[config.mk]
export PLATFORM = sky130hd
export DESIGN_NAME = seven_segment_mux_display_driver
export DESIGN_NICKNAME = d
export VERILOG_FILES = /design/src/rtl/ssd_pkg.sv /design/src/rtl/ssd_frame_gen.sv /design/src/rtl/seven_segment_mux_display_driver.sv
export SDC_FILE = /design/constraint.sdc
export NUM_CORES = 1
export LEC_CHECK = 0
export ABC_CLOCK_PERIOD_IN_PS = 6000
export BUFFER_PORTS_ARGS = -buffer_cell sky130_fd_sc_hd__clkbuf_2
export CAP_MARGIN = 25
export CORE_ASPECT_RATIO = 1.1
export CORE_UTILIZATION = 25
export CTS_CLUSTER_SIZE = 16
export DETAILED_ROUTE_END_ITERATION = 12
export HOLD_SLACK_MARGIN = 0.06
export PLACE_DENSITY = 0.48
export SLEW_MARGIN = 20
export SYNTH_ARGS = -nofsm -noshare
export SYNTH_HDL_FRONTEND = slang
export SYNTH_HIERARCHICAL = 1
export SYNTH_SLANG_ARGS = --single-unit
export TNS_END_PERCENT = 5
[constraint.sdc]
create_clock -name clock -period 6 [get_ports clock]
set_input_delay 0.3 -clock clock [delete_from_list [all_inputs] [get_ports clock]]
set_output_delay 0.3 -clock clock [all_outputs]
set_load 0.05 [all_outputs]
[src/rtl/ssd_pkg.sv]
// Shared constants, action codes and glyph lookup for the seven-segment driver.
package ssd_pkg;

   localparam int DIGIT_COUNT_DEF = 4;
   localparam int FRAME_DIGITS = 4;

   localparam logic [1:0] ACT_VALUE = 2'd0;
   localparam logic [1:0] ACT_ERROR = 2'd1;
   localparam logic [1:0] ACT_TICK  = 2'd2;

   localparam logic [7:0] PAT_MINUS = 8'h40;
   localparam logic [7:0] PAT_ERROR = 8'hF9;
   localparam logic [7:0] PAT_BLANK = 8'h00;

   // reciprocal multipliers for dividing 16-bit unsigned values
   localparam logic [16:0] RECIP_10    = 17'd52429;
   localparam logic [16:0] RECIP_100   = 17'd83887;
   localparam logic [16:0] RECIP_1000  = 17'd67109;
   localparam logic [16:0] RECIP_10000 = 17'd107375;

   function automatic logic [7:0] glyph_of(input logic [7:0] d);
      logic [7:0] pat;
      case (d)
         8'd0: pat = 8'h3F;
         8'd1: pat = 8'h06;
         8'd2: pat = 8'h5B;
         8'd3: pat = 8'h4F;
         8'd4: pat = 8'h66;
         8'd5: pat = 8'h6D;
         8'd6: pat = 8'h7D;
         8'd7: pat = 8'h27;
         8'd8: pat = 8'h7F;
         8'd9: pat = 8'h6F;
         default: pat = PAT_MINUS;
      endcase
      return pat;
   endfunction

endpackage

[src/rtl/ssd_frame_gen.sv]
// Decimal split and segment frame builder: quotient stage, then digit glyphs.
module ssd_frame_gen #(
   parameter int DIGIT_COUNT = ssd_pkg::DIGIT_COUNT_DEF
) (
   input  logic                     clock,
   input  logic                     en,
   input  logic                     is_error,
   input  logic [15:0]              shown_value,
   input  logic [7:0]               fault_code,
   output logic [DIGIT_COUNT*8-1:0] frame_row
);

   logic [32:0] p1, p2, p3, p4;
   logic [15:0] v_ff;
   logic [12:0] q1_ff;
   logic [9:0]  q2_ff;
   logic [6:0]  q3_ff;
   logic [2:0]  q4_ff;
   logic [7:0]  code_ff;
   logic        err_ff;

   always_comb begin
      p1 = 33'(shown_value) * 33'(ssd_pkg::RECIP_10);
      p2 = 33'(shown_value) * 33'(ssd_pkg::RECIP_100);
      p3 = 33'(shown_value) * 33'(ssd_pkg::RECIP_1000);
      p4 = 33'(shown_value) * 33'(ssd_pkg::RECIP_10000);
   end

   always_ff @(posedge clock) begin
      if (en) begin
         v_ff    <= shown_value;
         q1_ff   <= p1[31:19];
         q2_ff   <= p2[32:23];
         q3_ff   <= p3[32:26];
         q4_ff   <= p4[32:30];
         code_ff <= fault_code;
         err_ff  <= is_error;
      end
   end

   logic [15:0] m0;
   logic [12:0] m1;
   logic [9:0]  m2;
   logic [6:0]  m3;
   logic [3:0]  d0, d1, d2, d3;
   logic [7:0]  pats [ssd_pkg::FRAME_DIGITS];

   always_comb begin
      m0 = ({3'b000, q1_ff} << 3) + ({3'b000, q1_ff} << 1);
      m1 = ({3'b000, q2_ff} << 3) + ({3'b000, q2_ff} << 1);
      m2 = ({3'b000, q3_ff} << 3) + ({3'b000, q3_ff} << 1);
      m3 = ({4'b0000, q4_ff} << 3) + ({4'b0000, q4_ff} << 1);
      d0 = 4'(v_ff - m0);
      d1 = 4'(q1_ff - m1);
      d2 = 4'(q2_ff - m2);
      d3 = 4'(q3_ff - m3);
      if (err_ff) begin
         pats[0] = ssd_pkg::glyph_of(code_ff);
         pats[1] = ssd_pkg::PAT_ERROR;
         pats[2] = ssd_pkg::PAT_BLANK;
         pats[3] = ssd_pkg::PAT_BLANK;
      end else begin
         pats[0] = ssd_pkg::glyph_of({4'b0000, d0});
         pats[1] = ssd_pkg::glyph_of({4'b0000, d1});
         pats[2] = ssd_pkg::glyph_of({4'b0000, d2});
         pats[3] = (d3 == 4'd0) ? ssd_pkg::PAT_MINUS : ssd_pkg::glyph_of({4'b0000, d3});
      end
   end

   // positions past the four shown digits keep the minus glyph
   always_comb begin
      for (int i = 0; i < DIGIT_COUNT; i++) begin
         if (i < ssd_pkg::FRAME_DIGITS) begin
            frame_row[i*8 +: 8] = pats[i];
         end else begin
            frame_row[i*8 +: 8] = ssd_pkg::PAT_MINUS;
         end
      end
   end

endmodule

[src/rtl/seven_segment_mux_display_driver.sv]
// Top level of the multiplexed seven-segment display driver.
//
// Request channel (req_): one transaction per action. Show value and show
// error rewrite the stored frame and produce no response. A scan tick reads
// the frame and produces one response (rsp_) carrying the active-low segment
// byte of the digit under the scan pointer and that digit's index; the
// pointer then steps to the next digit, wrapping after DIGIT_COUNT.
// The frame lives in a single-row memory with a registered read; a frame
// write is visible to any tick accepted on a later cycle.
// Throughput: one transaction per cycle, any mix of actions, while not stalled.
// Pipeline: a tick passes the split/frame stage, the memory read stage and
// the output register in turn before rsp_valid rises.
// Reset: pointer cleared, frame row marked unwritten so every digit reads as
// the minus glyph; no transaction in flight.
// Stall: while the output register holds a response that is not taken, the
// whole pipeline holds and req_ready is low; it frees in the cycle the
// response is taken.
module seven_segment_mux_display_driver #(
   parameter int DIGIT_COUNT = ssd_pkg::DIGIT_COUNT_DEF
) (
   input  logic        clock,
   input  logic        reset,
   input  logic        req_valid,
   output logic        req_ready,
   input  logic [1:0]  req_action,
   input  logic [15:0] req_shown_value,
   input  logic [7:0]  req_fault_code,
   output logic        rsp_valid,
   input  logic        rsp_ready,
   output logic [7:0]  rsp_segment_byte,
   output logic [1:0]  rsp_digit_index
);

   localparam int RowW = DIGIT_COUNT * 8;
   localparam int PtrW = (DIGIT_COUNT > 1) ? $clog2(DIGIT_COUNT) : 1;

   logic            advance;
   logic            accept;
   logic            a_vld_ff;
   logic [1:0]      a_act_ff;
   logic [RowW-1:0] frame_row;
   logic            a_write, a_tick;

   logic [RowW-1:0] frame_mem [1];
   logic            frame_valid_ff;
   logic [RowW-1:0] rd_data_ff;
   logic            rd_hit_ff;

   logic [PtrW-1:0] ptr_ff, ptr_in;
   logic            c_vld_ff;
   logic [PtrW-1:0] c_ptr_ff;
   logic [7:0]      c_byte;

   logic            rsp_valid_ff;
   logic [7:0]      seg_ff;
   logic [1:0]      idx_ff;

   assign advance   = !rsp_valid_ff || rsp_ready;
   assign req_ready = advance;
   assign accept    = req_valid && req_ready;

   ssd_frame_gen #(.DIGIT_COUNT(DIGIT_COUNT)) u_frame_gen (
      .clock      (clock),
      .en         (advance),
      .is_error   (req_action == ssd_pkg::ACT_ERROR),
      .shown_value(req_shown_value),
      .fault_code (req_fault_code),
      .frame_row  (frame_row)
   );

   always_ff @(posedge clock) begin
      if (reset) begin
         a_vld_ff <= 1'b0;
      end else if (advance) begin
         a_vld_ff <= accept;
      end
   end

   always_ff @(posedge clock) begin
      if (advance) begin
         a_act_ff <= req_action;
      end
   end

   assign a_write = a_vld_ff && (a_act_ff == ssd_pkg::ACT_VALUE ||
                                 a_act_ff == ssd_pkg::ACT_ERROR);
   assign a_tick  = a_vld_ff && (a_act_ff == ssd_pkg::ACT_TICK);

   // frame memory: one row, written whole, registered read
   always_ff @(posedge clock) begin
      if (advance && a_write) begin
         frame_mem[0] <= frame_row;
      end
   end

   always_ff @(posedge clock) begin
      if (advance && a_tick) begin
         rd_data_ff <= frame_mem[0];
         rd_hit_ff  <= frame_valid_ff;
         c_ptr_ff   <= ptr_ff;
      end
   end

   always_ff @(posedge clock) begin
      if (reset) begin
         frame_valid_ff <= 1'b0;
      end else if (advance && a_write) begin
         frame_valid_ff <= 1'b1;
      end
   end

   always_comb begin
      if (ptr_ff == PtrW'(DIGIT_COUNT - 1)) begin
         ptr_in = '0;
      end else begin
         ptr_in = ptr_ff + PtrW'(1);
      end
   end

   always_ff @(posedge clock) begin
      if (reset) begin
         ptr_ff   <= '0;
         c_vld_ff <= 1'b0;
      end else if (advance) begin
         c_vld_ff <= a_tick;
         if (a_tick) begin
            ptr_ff <= ptr_in;
         end
      end
   end

   assign c_byte = rd_hit_ff ? rd_data_ff[c_ptr_ff*8 +: 8] : ssd_pkg::PAT_MINUS;

   always_ff @(posedge clock) begin
      if (reset) begin
         rsp_valid_ff <= 1'b0;
      end else if (advance) begin
         rsp_valid_ff <= c_vld_ff;
      end
   end

   always_ff @(posedge clock) begin
      if (advance && c_vld_ff) begin
         seg_ff <= ~c_byte;
         idx_ff <= 2'(c_ptr_ff);
      end
   end

   assign rsp_valid        = rsp_valid_ff;
   assign rsp_segment_byte = seg_ff;
   assign rsp_digit_index  = idx_ff;

`ifndef SYNTH
   a_ptr_range: assert property (@(posedge clock) disable iff (reset)
      32'(ptr_ff) < DIGIT_COUNT)
      else $error("scan pointer out of range");

   a_tick_reaches_out: assert property (@(posedge clock) disable iff (reset)
      (c_vld_ff && advance) |=> rsp_valid_ff)
      else $error("read tick lost before output register");

   a_ptr_step: assert property (@(posedge clock) disable iff (reset)
      (a_tick && advance && ptr_ff != PtrW'(DIGIT_COUNT - 1))
      |=> ptr_ff == $past(ptr_ff) + PtrW'(1))
      else $error("scan pointer did not step on tick");

   a_ptr_hold: assert property (@(posedge clock) disable iff (reset)
      !(a_tick && advance) |=> $stable(ptr_ff))
      else $error("scan pointer moved without a tick");
`endif

endmodule
==> impl_metrics.prom <==
# TYPE chip_impl_metric gauge
chip_impl_metric{name="achievable-frequency",unit="GHz"} 0.1854
chip_impl_metric{name="critical-path-max-stage-delay",unit="ns"} 0.61
chip_impl_metric{name="worst-r2r-setup-slack",unit="ns"} 3.68
chip_impl_info{name="layout.cells.most_common",value="sky130_fd_sc_hd__inv_1"} 1
chip_impl_info{name="synthDominantAreaCellType",value="sky130_fd_sc_hd__fa_1"} 1
chip_impl_info{name="hold_path.startpoint",value="req_fault_code[3]"} 1
chip_impl_info{name="min_path_type",value="in -> reg"} 1
chip_impl_metric{name="post_synth_num_cell_types",unit=""} 65
chip_impl_metric{name="clk-insertion-delay-late",unit="ns"} 0.43
chip_impl_metric{name="grt_start_max_net_pins",unit=""} 39
chip_impl_metric{name="yosysWarnings",unit=""} 6
chip_impl_metric{name="antenna_found_initial",unit=""} 3
chip_impl_metric{name="max-vdd-ir-drop",unit="mV"} 0.4267
chip_impl_metric{name="wirelength",unit="mm"} 50.61
chip_impl_metric{name="top_level_pins",unit=""} 42
chip_impl_metric{name="synth_area",unit="um^2"} 19190
chip_impl_metric{name="yosysSeqAreaShare",unit="%"} 18.10
chip_impl_metric{name="async_flop_share",unit="%"} 0
chip_impl_metric{name="place_congestion",unit=""} 0.8999
chip_impl_metric{name="grt.total_usage",unit="%"} 13.65
chip_impl_metric{name="setup_viol_count_final",unit=""} 0
chip_impl_metric{name="layout-area-overhead-vs-synth",unit="%"} 13.00
chip_impl_metric{name="cp_data_required_time",unit="ns"} 6.29
chip_impl_metric{name="post-route-util",unit="%"} 28.53
chip_impl_metric{name="layout-drive-gt1-share",unit="%"} 8.127
chip_impl_metric{name="rows",unit=""} 106
chip_impl_info{name="tritoncts",value="yes"} 1
chip_impl_metric{name="critPathArrivalTime",unit="ns"} 5.69
chip_impl_metric{name="synth.ff_latch_count",unit=""} 120
chip_impl_metric{name="num_antenna_cells",unit=""} 0
chip_impl_metric{name="die_area",unit="um^2"} 77860
chip_impl_metric{name="port_buffers",unit=""} 41
chip_impl_metric{name="count_of_pins_over_their_slew_limit",unit=""} 0
chip_impl_metric{name="power_per_cell_area",unit="nW/um^2"} 502.1
chip_impl_metric{name="worst-path-stages",unit=""} 19
chip_impl_metric{name="final-hold-violation-count",unit=""} 0
chip_impl_metric{name="drt-vias-per-instance",unit=""} 4.138
chip_impl_metric{name="post-cts-setup-buffer-count",unit=""} 0
chip_impl_info{name="synth_area_leaders",value="sky130_fd_sc_hd__fa_1 (31%), sky130_fd_sc_hd__ha_1 (27%), sky130_fd_sc_hd__edfxtp_1 (17%)"} 1
chip_impl_info{name="worst_path_dominant_cell_family",value="adder cells"} 1
chip_impl_metric{name="clk_transition_reported_paths",unit="ns"} 0.07
chip_impl_info{name="cpMaxStageDelayCell",value="sky130_fd_sc_hd__a2111oi_4"} 1
chip_impl_metric{name="avgRoutedWirePerCell",unit="um"} 17.55
chip_impl_metric{name="grt_first_pass_wirelength",unit="mm"} 79.57
chip_impl_info{name="crit_path_start",value="req_shown_value[8]"} 1
chip_impl_metric{name="first_global_vias",unit=""} 13424
chip_impl_metric{name="dpl.hpwl",unit="mm"} 44.43
chip_impl_metric{name="postLayoutCellArea",unit="um^2"} 21680
chip_impl_metric{name="clock_sink_count",unit=""} 120
chip_impl_metric{name="detailroute.via_count",unit=""} 11933
chip_impl_metric{name="grt.overflow.total",unit=""} 0
chip_impl_metric{name="finClkSkew",unit="ns"} 0.02100
chip_impl_metric{name="number_of_enable_flip_flop_cells_after_synthesis",unit=""} 107
chip_impl_metric{name="postSynthCellCount",unit=""} 1732
chip_impl_metric{name="reg2regPathDepth",unit=""} 9
chip_impl_metric{name="max_slew.worst_pin.slew",unit="ns"} 0.8073
chip_impl_info{name="outcome",value="complete, no violations"} 1
chip_impl_metric{name="synth_top_area_share",unit="%"} 30.99
chip_impl_info{name="grt_setup_unrepaired",value="no"} 1
chip_impl_metric{name="die_h",unit="um"} 292.6
chip_impl_metric{name="period_needed",unit="ns"} 5.395
chip_impl_info{name="startpoint_type_of_the_worst_setup_path",value="input port"} 1
chip_impl_metric{name="nets",unit=""} 2590
chip_impl_metric{name="ctsLongestPathBuffers",unit=""} 2
chip_impl_info{name="worst_path_cell_chain",value="clkbuf_2, inv_1, ha_1, inv_1, ha_1, inv_1, fa_1, inv_1, fa_1, fa_1, ha_1, ha_1, nand3_1, nor4_1, and3_4, a2111oi_4, a31oi_2, a2111oi_2, nand3b_1"} 1
chip_impl_metric{name="fin_crit_share",unit="%"} 89.91
chip_impl_info{name="worstSetupEndpoint",value="u_frame_gen/q3_ff[3]"} 1
chip_impl_metric{name="ant_nets",unit=""} 0
chip_impl_info{name="start_of_the_worst_register_to_register_path",value="rsp_valid"} 1
chip_impl_metric{name="remaining_design_rule_violation_count",unit=""} 0
chip_impl_info{name="layout_common_cells",value="sky130_fd_sc_hd__inv_1 (494), sky130_fd_sc_hd__ha_1 (418), sky130_fd_sc_hd__fa_1 (297), sky130_fd_sc_hd__edfxtp_1 (107), sky130_fd_sc_hd__nand2_1 (64)"} 1
chip_impl_metric{name="maxCapViolations",unit=""} 0
chip_impl_metric{name="cts_max_level",unit=""} 4
chip_impl_metric{name="floorplan.initialDensity",unit="%"} 25.25
chip_impl_metric{name="power.leakage",unit="nW"} 10.98
chip_impl_metric{name="die_width",unit="um"} 266.1
chip_impl_metric{name="post-place-ws",unit="ns"} 0.1187
chip_impl_metric{name="core_area",unit="um^2"} 76000
chip_impl_metric{name="final.setup.worst_slack",unit="ns"} 0.6053
chip_impl_metric{name="placed_cell_area",unit="um^2"} 21030
chip_impl_metric{name="number_of_buffers_created_by_cts",unit=""} 17
chip_impl_metric{name="critical_path.max_fanout",unit=""} 6
chip_impl_metric{name="timing.slew.headroom",unit="%"} 45.77
chip_impl_metric{name="post_syn_area_per_cell",unit="um^2"} 11.08
chip_impl_metric{name="critical_path.n_buffers_inverters",unit=""} 5
chip_impl_metric{name="drt-pass1-iter-count",unit=""} 4
chip_impl_metric{name="initialDrtViolationCount",unit=""} 424
chip_impl_info{name="synth_ff_type",value="sky130_fd_sc_hd__edfxtp_1"} 1
chip_impl_info{name="cts_root_buf",value="sky130_fd_sc_hd__clkbuf_16"} 1
chip_impl_metric{name="totalNegativeSetupSlack",unit="ns"} 0
chip_impl_info{name="criticalPathCategory",value="in -> reg"} 1
chip_impl_info{name="endpoint_kind",value="flip-flop"} 1
[per-layer routing]
layer,vias to the layer above,share of wire (%),GRT usage [%]
met4,4,0.99,2.033
met5,-,0.053,0
met3,33,2.8,1.723
met1,5996,44,17.11
li1,5757,-,-
met2,143,52,25.18
[synthesized netlist by cell type, types with 4 or more instances]
library cell / instances
sky130_fd_sc_hd__inv_1: 495
sky130_fd_sc_hd__ha_1: 418
sky130_fd_sc_hd__fa_1: 297
sky130_fd_sc_hd__edfxtp_1: 107
sky130_fd_sc_hd__nand2_1: 64
sky130_fd_sc_hd__a21oi_1: 49
sky130_fd_sc_hd__xnor2_1: 40
sky130_fd_sc_hd__nor2_1: 38
sky130_fd_sc_hd__o21ai_0: 22
sky130_fd_sc_hd__a21o_1: 17
sky130_fd_sc_hd__nor3_1: 16
sky130_fd_sc_hd__nand3_1: 15
sky130_fd_sc_hd__dfxtp_1: 13
sky130_fd_sc_hd__xor2_1: 13
sky130_fd_sc_hd__nand4_1: 8
sky130_fd_sc_hd__mux4_1: 7
sky130_fd_sc_hd__a211oi_1: 6
sky130_fd_sc_hd__o21a_1: 6
sky130_fd_sc_hd__o31ai_1: 6
sky130_fd_sc_hd__clkbuf_1: 5
sky130_fd_sc_hd__mux2i_1: 5
sky130_fd_sc_hd__o211ai_1: 5
sky130_fd_sc_hd__and2_1: 4
sky130_fd_sc_hd__buf_4: 4
sky130_fd_sc_hd__mux2_2: 4
sky130_fd_sc_hd__nand3b_1: 4
sky130_fd_sc_hd__nor2b_1: 4
[where the power goes]
group	switching, W	internal [W]
Sequential	0.0000881	0.00123
Combinational	0.00489	0.00367
Clock	0.000429	0.000587
[stage by stage]
| step | std cells | hold WS [ns] | total power, W |
|---|---|---|---|
| CTS | 2884 | 0.07148 | 0.01109 |
| floorplan | 1734 | 0.3691 | 0.007503 |
| finish | 2884 | 0.08670 | 0.01089 |
| global route | 2884 | 0.07708 | 0.01244 |
| global placement | 2845 | 0.4009 | 0.009843 |
| detailed placement | 2845 | 0.4045 | 0.009922 |
[registers in the layout, summed over array words and instances, names as in the netlist, 3 cells and up, named ones only]
name / count
frame_mem: 32
u_frame_gen/q4_ff: 3
u_frame_gen/q3_ff: 4
rd_data_ff: 32
u_frame_gen/q1_ff: 4
u_frame_gen/q2_ff: 4
u_frame_gen/code_ff: 8
u_frame_gen/v_ff: 4
rsp_segment_byte: 8
[cells by family after synthesis]
family | share of synthesized area, %
adders and majority gates | 58.25
buffers and inverters | 10.02
and+or+nand+nor | 4.278
AOI/OAI and AO/OA | 5.015
DFF | 18.10
xor gates and xnor gates | 2.674
muxes | 1.650
other | 0.01954
[how the worst min path moves through the flow]
stage	endpoint	slack, ns	depth (start not counted)
global placement	rd_data_ff[15]	0.40	0
floorplan	a_vld_ff	0.37	1
global route	u_frame_gen/code_ff[0]	0.08	1
CTS	u_frame_gen/code_ff[0]	0.07	1
detailed placement	rd_data_ff[6]	0.40	0
finish	u_frame_gen/code_ff[3]	0.09	1
[layout make-up]
| type | count | area, um^2 |
|---|---|---|
| timing repair buffer | 103 | 688.2 |
| inverter | 495 | 1858 |
| multi-input combinational | 1108 | 13800 |
| clock inverter | 15 | 153.9 |
| clock buffer | 17 | 425.4 |
| sequential | 120 | 3473 |
| tap | 1026 | 1284 |
| fill | 7969 | 54310 |
[timing repair]
item,CTS,global route
gates resized for setup,0,0
endpoints found under the hold margin,7,0
hold buffers,7,0
Note: power is estimated with default switching activity, not from simulation.
